===== config.mk =====
export PLATFORM = sky130hd
export DESIGN_NAME = step_trajectory_generator_flat
export DESIGN_NICKNAME = d
export VERILOG_FILES = /design/src/stg_pkg.sv /design/src/stg_in_if.sv /design/src/stg_out_if.sv /design/src/step_trajectory_generator.sv /design/src/flat_wrapper.sv
export SDC_FILE = /design/constraint.sdc
export NUM_CORES = 2
export LEC_CHECK = 0
export ABC_AREA = 1
export ABC_CLOCK_PERIOD_IN_PS = 8500
export BUFFER_PORTS_ARGS = -buffer_cell sky130_fd_sc_hd__buf_2
export CORE_UTILIZATION = 35
export CTS_CLUSTER_SIZE = 20
export DETAILED_ROUTE_END_ITERATION = 6
export PLACE_DENSITY = 0.47
export SYNTH_ARGS = -nofsm -noshare
export SYNTH_HDL_FRONTEND = slang
export SYNTH_SLANG_ARGS = --single-unit

===== constraint.sdc =====
create_clock -name clk -period 8.5 [get_ports clk]
set_input_delay 0 -clock clk [delete_from_list [all_inputs] [get_ports clk]]
set_output_delay 0 -clock clk [all_outputs]
set_load 0.01 [all_outputs]

===== src/stg_pkg.sv =====
// ============================================================================
// stg_pkg
// Shared types, widths and constants of the swing trajectory generator.
// ============================================================================
package stg_pkg;

    localparam int IN_W        = 11;   // target coordinate width
    localparam int OUT_W       = 19;   // point coordinate width, 8 fraction bits
    localparam int IDX_OUT_W   = 6;    // point_index width
    localparam int SQ_W        = 21;   // one squared coordinate
    localparam int SQ_N_W      = 22;   // sum of squares / root remainder
    localparam int SQ_S_W      = 23;   // root partial value and trial
    localparam int SQRT_STAGES = 11;   // one root bit per stage
    localparam int LEN_W       = 11;   // rounded length
    localparam int C3_W        = 27;   // 3 * 0.3 * len in Q16
    localparam int S_W         = 18;   // Q16 fraction, up to 1.0
    localparam int SZ_W        = 16;   // Q16 fraction of the swing, below 1.0
    localparam int TWO_Q16     = 131072;

    localparam logic [15:0]            C03_X3 = 16'd58983;   // 3 * round(0.3 * 2^16)
    localparam logic [16:0]            Q_ONE  = 17'h10000;
    localparam logic signed [29:0]     XY_RND = 30'sd128;
    localparam logic signed [61:0]     Z_RND  = 62'sh80_0000_0000;
    localparam logic signed [21:0]     SAT_HI = 22'sd262143;
    localparam logic signed [21:0]     SAT_LO = -22'sd262144;
    localparam logic signed [OUT_W-1:0] OUT_MAX = 19'sd262143;
    localparam logic signed [OUT_W-1:0] OUT_MIN = -19'sd262144;

    typedef struct packed {
        logic signed [IN_W-1:0] x;
        logic signed [IN_W-1:0] y;
        logic signed [IN_W-1:0] z;
    } target_t;

    function automatic logic signed [OUT_W-1:0] sat_out(input logic signed [21:0] v);
        logic signed [OUT_W-1:0] r;
        if (v > SAT_HI)
        begin
            r = OUT_MAX;
        end
        else if (v < SAT_LO)
        begin
            r = OUT_MIN;
        end
        else
        begin
            r = v[OUT_W-1:0];
        end
        return r;
    endfunction

endpackage


===== src/stg_in_if.sv =====
// ============================================================================
// stg_in_if
// Target channel: valid/ready handshake carrying one integer foot target.
// ============================================================================
interface stg_in_if;
    logic                              valid;
    logic                              ready;
    logic signed [stg_pkg::IN_W-1:0]   target_x;
    logic signed [stg_pkg::IN_W-1:0]   target_y;
    logic signed [stg_pkg::IN_W-1:0]   target_z;

    modport source (output valid, output target_x, output target_y, output target_z,
                    input ready);
    modport sink   (input valid, input target_x, input target_y, input target_z,
                    output ready);
endinterface


===== src/stg_out_if.sv =====
// ============================================================================
// stg_out_if
// Point channel: valid/ready handshake carrying one trajectory point.
// ============================================================================
interface stg_out_if;
    logic                                 valid;
    logic                                 ready;
    logic [stg_pkg::IDX_OUT_W-1:0]        point_index;
    logic signed [stg_pkg::OUT_W-1:0]     point_x;
    logic signed [stg_pkg::OUT_W-1:0]     point_y;
    logic signed [stg_pkg::OUT_W-1:0]     point_z;
    logic                                 last;

    modport source (output valid, output point_index, output point_x, output point_y,
                    output point_z, output last, input ready);
    modport sink   (input valid, input point_index, input point_x, input point_y,
                    input point_z, input last, output ready);
endinterface


===== src/step_trajectory_generator.sv =====
// ============================================================================
// step_trajectory_generator: a target passes the square, sum, root, round and
// scale registers to the point sequencer, which issues STEPS+1 points per target,
// one point a cycle unless the 6-stage datapath stalls; point.ready holds the flow.
// Reset (rst_n, async) clears valid bits and the sequencer; data registers keep X.
// ============================================================================
module step_trajectory_generator #(
    parameter int STEPS = 32
) (
    input  logic       clk,
    input  logic       rst_n,
    stg_in_if.sink     target,
    stg_out_if.source  point
);

    localparam int H     = STEPS / 2;
    localparam int H2    = 2 * H;
    localparam int IDX_W = $clog2(STEPS + 1);
    localparam int NQ    = stg_pkg::SQRT_STAGES;

    // ------------------------------------------------------------------
    // Front end: squares, sum, pipelined root
    // ------------------------------------------------------------------
    logic                         f1_v_reg, f2_v_reg;
    logic                         f1_rdy, f2_rdy;
    stg_pkg::target_t             f1_tgt_reg, f2_tgt_reg;
    logic [stg_pkg::SQ_W-1:0]     f1_sqx_reg, f1_sqy_reg, f1_sqz_reg;
    logic [stg_pkg::SQ_W-1:0]     sqx_next, sqy_next, sqz_next;
    logic [stg_pkg::SQ_N_W-1:0]   f2_n_reg;

    always_comb
    begin
        logic signed [21:0] px, py, pz;
        px = target.target_x * target.target_x;
        py = target.target_y * target.target_y;
        pz = target.target_z * target.target_z;
        sqx_next = px[stg_pkg::SQ_W-1:0];
        sqy_next = py[stg_pkg::SQ_W-1:0];
        sqz_next = pz[stg_pkg::SQ_W-1:0];
    end

    logic                        sq_v_reg  [1:NQ];
    logic [stg_pkg::SQ_N_W-1:0]  sq_n_reg  [1:NQ];
    logic [stg_pkg::SQ_S_W-1:0]  sq_s_reg  [1:NQ];
    stg_pkg::target_t            sq_t_reg  [1:NQ];
    logic                        sq_in_v   [1:NQ];
    logic [stg_pkg::SQ_N_W-1:0]  sq_in_n   [1:NQ];
    logic [stg_pkg::SQ_S_W-1:0]  sq_in_s   [1:NQ];
    stg_pkg::target_t            sq_in_t   [1:NQ];
    logic                        sq_rdy    [1:NQ+1];

    logic                        r1_v_reg, r2_v_reg, r1_rdy, r2_rdy;
    logic [stg_pkg::LEN_W-1:0]   r1_len_reg;
    stg_pkg::target_t            r1_tgt_reg, r2_tgt_reg;
    logic [stg_pkg::C3_W-1:0]    r2_c3_reg;

    assign f2_rdy       = !f2_v_reg || sq_rdy[1];
    assign f1_rdy       = !f1_v_reg || f2_rdy;
    assign target.ready = f1_rdy;

    always_ff @(posedge clk or negedge rst_n)
    begin
        if (!rst_n)
        begin
            f1_v_reg <= 1'b0;
            f2_v_reg <= 1'b0;
        end
        else
        begin
            if (f1_rdy)
            begin
                f1_v_reg <= target.valid;
            end
            if (f2_rdy)
            begin
                f2_v_reg <= f1_v_reg;
            end
        end
    end

    always_ff @(posedge clk)
    begin
        if (f1_rdy && target.valid)
        begin
            f1_tgt_reg <= '{x: target.target_x, y: target.target_y, z: target.target_z};
            f1_sqx_reg <= sqx_next;
            f1_sqy_reg <= sqy_next;
            f1_sqz_reg <= sqz_next;
        end
        if (f2_rdy && f1_v_reg)
        begin
            f2_tgt_reg <= f1_tgt_reg;
            f2_n_reg   <= {1'b0, f1_sqx_reg} + {1'b0, f1_sqy_reg} + {1'b0, f1_sqz_reg};
        end
    end

    // digit-by-digit root, stage k tries bit 4^(NQ-k)
    for (genvar k = 1; k <= NQ; k++)
    begin : g_sqrt
        localparam logic [stg_pkg::SQ_S_W-1:0] B =
            stg_pkg::SQ_S_W'(1) << (2 * (NQ - k));
        logic [stg_pkg::SQ_S_W-1:0] trial;
        logic [stg_pkg::SQ_N_W-1:0] n_next;
        logic [stg_pkg::SQ_S_W-1:0] s_next;

        if (k == 1)
        begin : g_first
            assign sq_in_v[k] = f2_v_reg;
            assign sq_in_n[k] = f2_n_reg;
            assign sq_in_s[k] = '0;
            assign sq_in_t[k] = f2_tgt_reg;
        end
        else
        begin : g_rest
            assign sq_in_v[k] = sq_v_reg[k-1];
            assign sq_in_n[k] = sq_n_reg[k-1];
            assign sq_in_s[k] = sq_s_reg[k-1];
            assign sq_in_t[k] = sq_t_reg[k-1];
        end

        assign sq_rdy[k] = !sq_v_reg[k] || sq_rdy[k+1];

        always_comb
        begin
            trial = sq_in_s[k] + B;
            if ({1'b0, sq_in_n[k]} >= trial)
            begin
                n_next = sq_in_n[k] - trial[stg_pkg::SQ_N_W-1:0];
                s_next = (sq_in_s[k] >> 1) + B;
            end
            else
            begin
                n_next = sq_in_n[k];
                s_next = sq_in_s[k] >> 1;
            end
        end

        always_ff @(posedge clk or negedge rst_n)
        begin
            if (!rst_n)
            begin
                sq_v_reg[k] <= 1'b0;
            end
            else if (sq_rdy[k])
            begin
                sq_v_reg[k] <= sq_in_v[k];
            end
        end

        always_ff @(posedge clk)
        begin
            if (sq_rdy[k] && sq_in_v[k])
            begin
                sq_n_reg[k] <= n_next;
                sq_s_reg[k] <= s_next;
                sq_t_reg[k] <= sq_in_t[k];
            end
        end
    end

    assign sq_rdy[NQ+1] = r1_rdy;

    // ------------------------------------------------------------------
    // Round the root, scale by 3 * 0.3
    // ------------------------------------------------------------------
    logic iss_take;

    assign r2_rdy = !r2_v_reg || iss_take;
    assign r1_rdy = !r1_v_reg || r2_rdy;

    always_ff @(posedge clk or negedge rst_n)
    begin
        if (!rst_n)
        begin
            r1_v_reg <= 1'b0;
            r2_v_reg <= 1'b0;
        end
        else
        begin
            if (r1_rdy)
            begin
                r1_v_reg <= sq_v_reg[NQ];
            end
            if (r2_rdy)
            begin
                r2_v_reg <= r1_v_reg;
            end
        end
    end

    always_ff @(posedge clk)
    begin
        if (r1_rdy && sq_v_reg[NQ])
        begin
            // remainder above the root means the true root is past the half point
            r1_len_reg <= sq_s_reg[NQ][stg_pkg::LEN_W-1:0]
                        + stg_pkg::LEN_W'({1'b0, sq_n_reg[NQ]} > sq_s_reg[NQ]);
            r1_tgt_reg <= sq_t_reg[NQ];
        end
        if (r2_rdy && r1_v_reg)
        begin
            r2_c3_reg  <= r1_len_reg * stg_pkg::C03_X3;
            r2_tgt_reg <= r1_tgt_reg;
        end
    end

    // ------------------------------------------------------------------
    // Point sequencer
    // ------------------------------------------------------------------
    logic [stg_pkg::S_W-1:0]  sxy_tab [STEPS+1];
    logic [stg_pkg::SZ_W-1:0] sz_tab  [STEPS+1];

    for (genvar g = 0; g <= STEPS; g++)
    begin : g_tab
        localparam int unsigned KN    = (g < H) ? g : ((g < STEPS) ? STEPS - g : 0);
        localparam int unsigned S_VAL = (KN * stg_pkg::TWO_Q16 + H) / H2;
        assign sxy_tab[g] = stg_pkg::S_W'(S_VAL);
        assign sz_tab[g]  = (g < H) ? stg_pkg::SZ_W'(S_VAL) : '0;
    end

    logic                      iss_busy_reg;
    logic [IDX_W-1:0]          iss_idx_reg;
    stg_pkg::target_t          iss_tgt_reg;
    logic [stg_pkg::C3_W-1:0]  iss_c3_reg;
    logic                      iss_fire, iss_end;
    logic                      s1_rdy;

    assign iss_end  = iss_idx_reg == IDX_W'(STEPS);
    assign iss_fire = iss_busy_reg && s1_rdy;
    assign iss_take = !iss_busy_reg || (iss_fire && iss_end);

    always_ff @(posedge clk or negedge rst_n)
    begin
        if (!rst_n)
        begin
            iss_busy_reg <= 1'b0;
            iss_idx_reg  <= '0;
        end
        else if (iss_take)
        begin
            iss_busy_reg <= r2_v_reg;
            iss_idx_reg  <= '0;
        end
        else if (iss_fire)
        begin
            iss_idx_reg <= iss_idx_reg + IDX_W'(1);
        end
    end

    always_ff @(posedge clk)
    begin
        if (iss_take && r2_v_reg)
        begin
            iss_tgt_reg <= r2_tgt_reg;
            iss_c3_reg  <= r2_c3_reg;
        end
    end

    // ------------------------------------------------------------------
    // Point datapath S1..S6
    // ------------------------------------------------------------------
    logic s1_v_reg, s2_v_reg, s3_v_reg, s4_v_reg, s5_v_reg, s6_v_reg;
    logic s2_rdy, s3_rdy, s4_rdy, s5_rdy, s6_rdy;

    logic [IDX_W-1:0] s1_idx_reg, s2_idx_reg, s3_idx_reg, s4_idx_reg, s5_idx_reg, s6_idx_reg;
    logic             s1_last_reg, s2_last_reg, s3_last_reg, s4_last_reg, s5_last_reg;
    logic             s6_last_reg;

    logic [stg_pkg::S_W-1:0]          s1_sxy_reg;
    logic [stg_pkg::SZ_W-1:0]         s1_sz_reg, s2_sz_reg, s3_sz_reg;
    stg_pkg::target_t                 s1_tgt_reg;
    logic signed [stg_pkg::IN_W-1:0]  s2_tz_reg;
    logic [stg_pkg::C3_W-1:0]         s1_c3_reg, s2_c3_reg;
    logic signed [29:0]               s2_xp_reg, s2_yp_reg;
    logic [31:0]                      s2_ss_reg;
    logic [30:0]                      s2_ssp_reg;
    logic signed [stg_pkg::OUT_W-1:0] s3_x_reg, s3_y_reg, s4_x_reg, s4_y_reg;
    logic signed [stg_pkg::OUT_W-1:0] s5_x_reg, s5_y_reg, s6_x_reg, s6_y_reg, s6_z_reg;
    logic signed [43:0]               s3_sst_reg;
    logic [57:0]                      s3_a_reg, s4_a_reg;
    logic signed [60:0]               s4_b_reg;
    logic signed [61:0]               s5_zsum_reg;

    logic [16:0]        sp_next;
    logic [32:0]        ssp_next;
    logic signed [29:0] xr_next, yr_next;

    always_comb
    begin
        sp_next  = stg_pkg::Q_ONE - {1'b0, s1_sz_reg};
        ssp_next = {1'b0, s1_sz_reg} * sp_next;
        xr_next  = s2_xp_reg + stg_pkg::XY_RND;
        yr_next  = s2_yp_reg + stg_pkg::XY_RND;
    end

    assign s6_rdy = !s6_v_reg || point.ready;
    assign s5_rdy = !s5_v_reg || s6_rdy;
    assign s4_rdy = !s4_v_reg || s5_rdy;
    assign s3_rdy = !s3_v_reg || s4_rdy;
    assign s2_rdy = !s2_v_reg || s3_rdy;
    assign s1_rdy = !s1_v_reg || s2_rdy;

    always_ff @(posedge clk or negedge rst_n)
    begin
        if (!rst_n)
        begin
            s1_v_reg <= 1'b0;
            s2_v_reg <= 1'b0;
            s3_v_reg <= 1'b0;
            s4_v_reg <= 1'b0;
            s5_v_reg <= 1'b0;
            s6_v_reg <= 1'b0;
        end
        else
        begin
            if (s1_rdy) s1_v_reg <= iss_busy_reg;
            if (s2_rdy) s2_v_reg <= s1_v_reg;
            if (s3_rdy) s3_v_reg <= s2_v_reg;
            if (s4_rdy) s4_v_reg <= s3_v_reg;
            if (s5_rdy) s5_v_reg <= s4_v_reg;
            if (s6_rdy) s6_v_reg <= s5_v_reg;
        end
    end

    always_ff @(posedge clk)
    begin
        if (iss_fire)
        begin
            s1_idx_reg  <= iss_idx_reg;
            s1_last_reg <= iss_end;
            s1_sxy_reg  <= sxy_tab[iss_idx_reg];
            s1_sz_reg   <= sz_tab[iss_idx_reg];
            s1_tgt_reg  <= iss_tgt_reg;
            s1_c3_reg   <= iss_c3_reg;
        end
        if (s2_rdy && s1_v_reg)
        begin
            s2_idx_reg  <= s1_idx_reg;
            s2_last_reg <= s1_last_reg;
            s2_xp_reg   <= $signed({1'b0, s1_sxy_reg}) * s1_tgt_reg.x;
            s2_yp_reg   <= $signed({1'b0, s1_sxy_reg}) * s1_tgt_reg.y;
            s2_ss_reg   <= s1_sz_reg * s1_sz_reg;
            s2_ssp_reg  <= ssp_next[30:0];
            s2_sz_reg   <= s1_sz_reg;
            s2_tz_reg   <= s1_tgt_reg.z;
            s2_c3_reg   <= s1_c3_reg;
        end
        if (s3_rdy && s2_v_reg)
        begin
            s3_idx_reg  <= s2_idx_reg;
            s3_last_reg <= s2_last_reg;
            s3_x_reg    <= stg_pkg::sat_out($signed(xr_next[29:8]));
            s3_y_reg    <= stg_pkg::sat_out($signed(yr_next[29:8]));
            s3_sst_reg  <= $signed({1'b0, s2_ss_reg}) * s2_tz_reg;
            s3_a_reg    <= s2_ssp_reg * s2_c3_reg;
            s3_sz_reg   <= s2_sz_reg;
        end
        if (s4_rdy && s3_v_reg)
        begin
            s4_idx_reg  <= s3_idx_reg;
            s4_last_reg <= s3_last_reg;
            s4_x_reg    <= s3_x_reg;
            s4_y_reg    <= s3_y_reg;
            s4_b_reg    <= s3_sst_reg * $signed({1'b0, s3_sz_reg});
            s4_a_reg    <= s3_a_reg;
        end
        if (s5_rdy && s4_v_reg)
        begin
            s5_idx_reg  <= s4_idx_reg;
            s5_last_reg <= s4_last_reg;
            s5_x_reg    <= s4_x_reg;
            s5_y_reg    <= s4_y_reg;
            // Q48 sum plus half an output LSB
            s5_zsum_reg <= $signed({4'b0000, s4_a_reg}) + {s4_b_reg[60], s4_b_reg}
                         + stg_pkg::Z_RND;
        end
        if (s6_rdy && s5_v_reg)
        begin
            s6_idx_reg  <= s5_idx_reg;
            s6_last_reg <= s5_last_reg;
            s6_x_reg    <= s5_x_reg;
            s6_y_reg    <= s5_y_reg;
            s6_z_reg    <= stg_pkg::sat_out($signed(s5_zsum_reg[61:40]));
        end
    end

    assign point.valid       = s6_v_reg;
    assign point.point_index = stg_pkg::IDX_OUT_W'(s6_idx_reg);
    assign point.point_x     = s6_x_reg;
    assign point.point_y     = s6_y_reg;
    assign point.point_z     = s6_z_reg;
    assign point.last        = s6_last_reg;

endmodule


===== src/flat_wrapper.sv =====
// flat-port wrapper written by rule: the top's interface ports become plain ports
module step_trajectory_generator_flat 
#(
    parameter int STEPS = 32
)
  (clk, rst_n, target_valid, target_target_x, target_target_y, target_target_z, target_ready, point_valid, point_point_index, point_point_x, point_point_y, point_point_z, point_last, point_ready);
  stg_in_if target_i ();
  stg_out_if point_i ();
  input  logic clk;
  input  logic rst_n;
  input wire logic [$bits(target_i.valid)-1:0] target_valid;
  input wire logic [$bits(target_i.target_x)-1:0] target_target_x;
  input wire logic [$bits(target_i.target_y)-1:0] target_target_y;
  input wire logic [$bits(target_i.target_z)-1:0] target_target_z;
  output wire logic [$bits(target_i.ready)-1:0] target_ready;
  output wire logic [$bits(point_i.valid)-1:0] point_valid;
  output wire logic [$bits(point_i.point_index)-1:0] point_point_index;
  output wire logic [$bits(point_i.point_x)-1:0] point_point_x;
  output wire logic [$bits(point_i.point_y)-1:0] point_point_y;
  output wire logic [$bits(point_i.point_z)-1:0] point_point_z;
  output wire logic [$bits(point_i.last)-1:0] point_last;
  input wire logic [$bits(point_i.ready)-1:0] point_ready;
  assign target_i.valid = target_valid;
  assign target_i.target_x = target_target_x;
  assign target_i.target_y = target_target_y;
  assign target_i.target_z = target_target_z;
  assign target_ready = target_i.ready;
  assign point_valid = point_i.valid;
  assign point_point_index = point_i.point_index;
  assign point_point_x = point_i.point_x;
  assign point_point_y = point_i.point_y;
  assign point_point_z = point_i.point_z;
  assign point_last = point_i.last;
  assign point_i.ready = point_ready;
  step_trajectory_generator #(.STEPS(STEPS)) u_core (.clk(clk), .rst_n(rst_n), .target(target_i), .point(point_i));
endmodule

==> results.md <==
- Largest family of logic cells by synthesized area: adder cells
- Synth Flop Type: edfxtp_1
- RSZ-0062 raised after global routing: no
- Detailed-route via count: 50160
- Arr. time, crit path: 6.98 ns
- Final net count: 9387
- GRT Util Overall: 13.52%
- Root buf cell: clkbuf_16
- Vias in the first global route: 53810
- Syn Inst Count: 7571
- Slew HR: 37.96%
- Initial Util: 35.33%
- Top-count cell post-synth: inv_1
- Routability Congestion: 0.8318
- Post-Synth Simple-Gate Area: 8.085%
- Worst-skew pair later-pin latency: 0.81 ns
- Fin util: 39.49%
- XOR/XNOR Fraction of Synth Area: 3.609%
- Io pins: 103
- FF+latch count, synth: 1471
- Most frequent CP cell: fa_1
- Global-route wire length before repair: 277.9 mm
- Drt drc: 0
- Fmax: 155.2 MHz
- CTS buffer count: 163
- Antenna Nets Post-Route: 0
- Congestion Overflow GR: 0
- CP max stage delay: 0.94 ns
- Cell with the largest stage delay on the worst path: edfxtp_1
- WS Path Type: reg2reg
- Worst Path Required: 9.04 ns
- Deepest clock path buffer count: 3
- Yosys top cell by area: edfxtp_1
- Most instantiated cells after synthesis: inv_1 (1753), edfxtp_1 (1443), nand2_1 (1138)
- Syn Area/Cell: 11.76 sq um
- Sequential fraction of the synthesis area: 49.44%
- 1st-pass router iterations: 7
- Clock skew: 0.02751 ns
- Syn nets: 9155
- Status: complete, no violations
- Routed length per instance: 14.94 um
- Row count: 184
- Die Y: 506.5 um
- Crit path cell chain: buf_4, nand2_1, inv_1, fa_1, fa_1, ha_1, inv_1, fa_1, fa_1, inv_1, fa_1, ha_1, ha_1, a21oi_1, inv_1, a31oi_1, o21ai_0, a211oi_1, nand2_1, a21oi_1, xnor2_1
- Yosys top cell area share: 48.65%
- Core area: 0.2521 sq mm
- Max reg flops: 363
- Port Buffer Count: 102
- Max cap viols: 0
- CTS tree: done
- H-tree depth reported by CTS: 4
- Vias/cell: 4.445
- EDFF count, synth: 1443
- YS warnings: 0
- Setup Buffers After CTS: 0
- Synth Area in Adders: 27.34%
- Synth Area in Compound Gates: 3.619%
- Crit share post-route: 75.78%
- DR iter-0 viols: 2204
- Crit path time final: 6.441 ns
- Worst-Margin Slew: 0.9306 ns
- Slew Limit Fails: 0
- Netlist cell types: 61
- Clock sink count: 1471
- Post-synthesis mux area share: 0%
- CP endpoint kind: flop
- Mapped Area: 0.08906 sq mm
- Final Hold Viols: 0
- HPWL Detailed: 132.4 mm
- Die X: 506.5 um
- Cells taking the most area after synthesis: edfxtp_1 (49%), fa_1 (15%), ha_1 (12%)
- Routed WL: 168.6 mm
- Syn-to-layout area delta: 11.79%
- Share of cells above drive strength 1: 5.609%
- CP startpoint kind: flop
- Clk pin slew, worst setup/hold paths: 0.06 ns
- CP Max Fanout: 19
- # setup viols final: 0
- Post-Route Setup TNS: 0 ns
- Hold Crit Class: in2reg
- Asr flop ratio synth: 1.903%
- Final Hold Slack: 0.1638 ns
- Largest net degree at the start of global routing: 67
- Initial antenna violation count: 3
- Die footprint: 0.2565 sq mm
[worst max-delay path: cells and delay by family, from the launching register on]
kind,cells,cell delay (ns)
adder cells (fa/ha/maj),8,3.24
AO/OA/AOI/OAI,5,1.11
flip-flops,1,0.94
buffers and inverters,5,0.54
AND/OR/NAND/NOR,2,0.22
XOR/XNOR,1,0.08
[kinds of logic after synthesis]
group,Yosys count
AND/OR/NAND/NOR,1744
other,1
flip-flops,1471
adder cells (fa/ha/maj),1547
XOR/XNOR,367
buffers and inverters,1868
AO/OA/AOI/OAI,573
[worst paths after layout]
path / slack [ns] / depth (start not counted) / endpoint / start
max: 2.06 / 21 / u_core.s3_a_reg[54]$_DFFE_PP_ / u_core.s2_ssp_reg[25]$_DFFE_PP_
min: 0.16 / 2 / u_core.f1_sqy_reg[0]$_DFFE_PP_ / target_target_y[0]
max reg2reg: 2.06 / 21 / u_core.s3_a_reg[54]$_DFFE_PP_ / u_core.s2_ssp_reg[25]$_DFFE_PP_
min reg2reg: 0.39 / 0 / u_core.sq_t_reg[4][18]$_DFFE_PP_ / u_core.sq_t_reg[3][18]$_DFFE_PP_
max in group asynchronous: 8.06 / 4 / u_core.f2_v_reg$_DFFE_PN0P_ / rst_n
min in group asynchronous: 0.25 / 4 / u_core.s2_v_reg$_DFFE_PN0P_ / rst_n
[repair_timing]
item | CTS | global route
hold buffers | 40 | 0
gates resized for setup | 0 | 0
endpoints found under the hold margin | 153 | 0
[cell type report]
cell class                 count  area, sq um
timing repair buffer         181         1214
clock inverter               101         1199
sequential                  1471        44030
inverter                    1754         6589
fill                       24090       152500
antenna                        2        5.005
clock buffer                 195         4250
tap                         3348         4189
multi-input combinational   4232        38080
[per-layer routing]
layer / track usage (%) / vias to the layer above / routed length (um)
li1: - / 24910 / -
met1: 16.11 / 24450 / 71920
met2: 25.19 / 560 / 88350
met3: 1.906 / 236 / 4679
met4: 3.643 / 2 / 3644
met5: 0 / - / 13
[cells in the final DEF, fill, tap and decap left out, types with 15 or more instances in the layout]
cell,n
a21o_1,16
a21oi_1,257
a31oi_1,29
buf_2,102
buf_4,39
bufinv_16,20
clkbuf_1,28
clkbuf_16,164
clkinv_1,27
clkinv_2,29
dfrtp_1,28
dlygate4sd3_1,39
edfxtp_1,1443
fa_1,665
ha_1,882
inv_1,1742
nand2_1,1138
nand3_1,114
nand4_1,34
nor2_1,301
nor3_1,60
nor4_1,24
o21ai_0,171
o21bai_1,15
or2_2,21
xnor2_1,125
xor2_1,242
[stage by stage]
stage,area (sq um),worst slack [ns],cells
floorplan,89060,2.596,7571
global placement,93690,2.059,10950
global route,99560,1.662,11280
CTS,99550,2.036,11280
detailed placement,93690,2.092,10950
finish,99560,2.059,11280
Power is not shown: default switching activity piles up to over one toggle a cycle in this logic, so the estimate is an artifact.
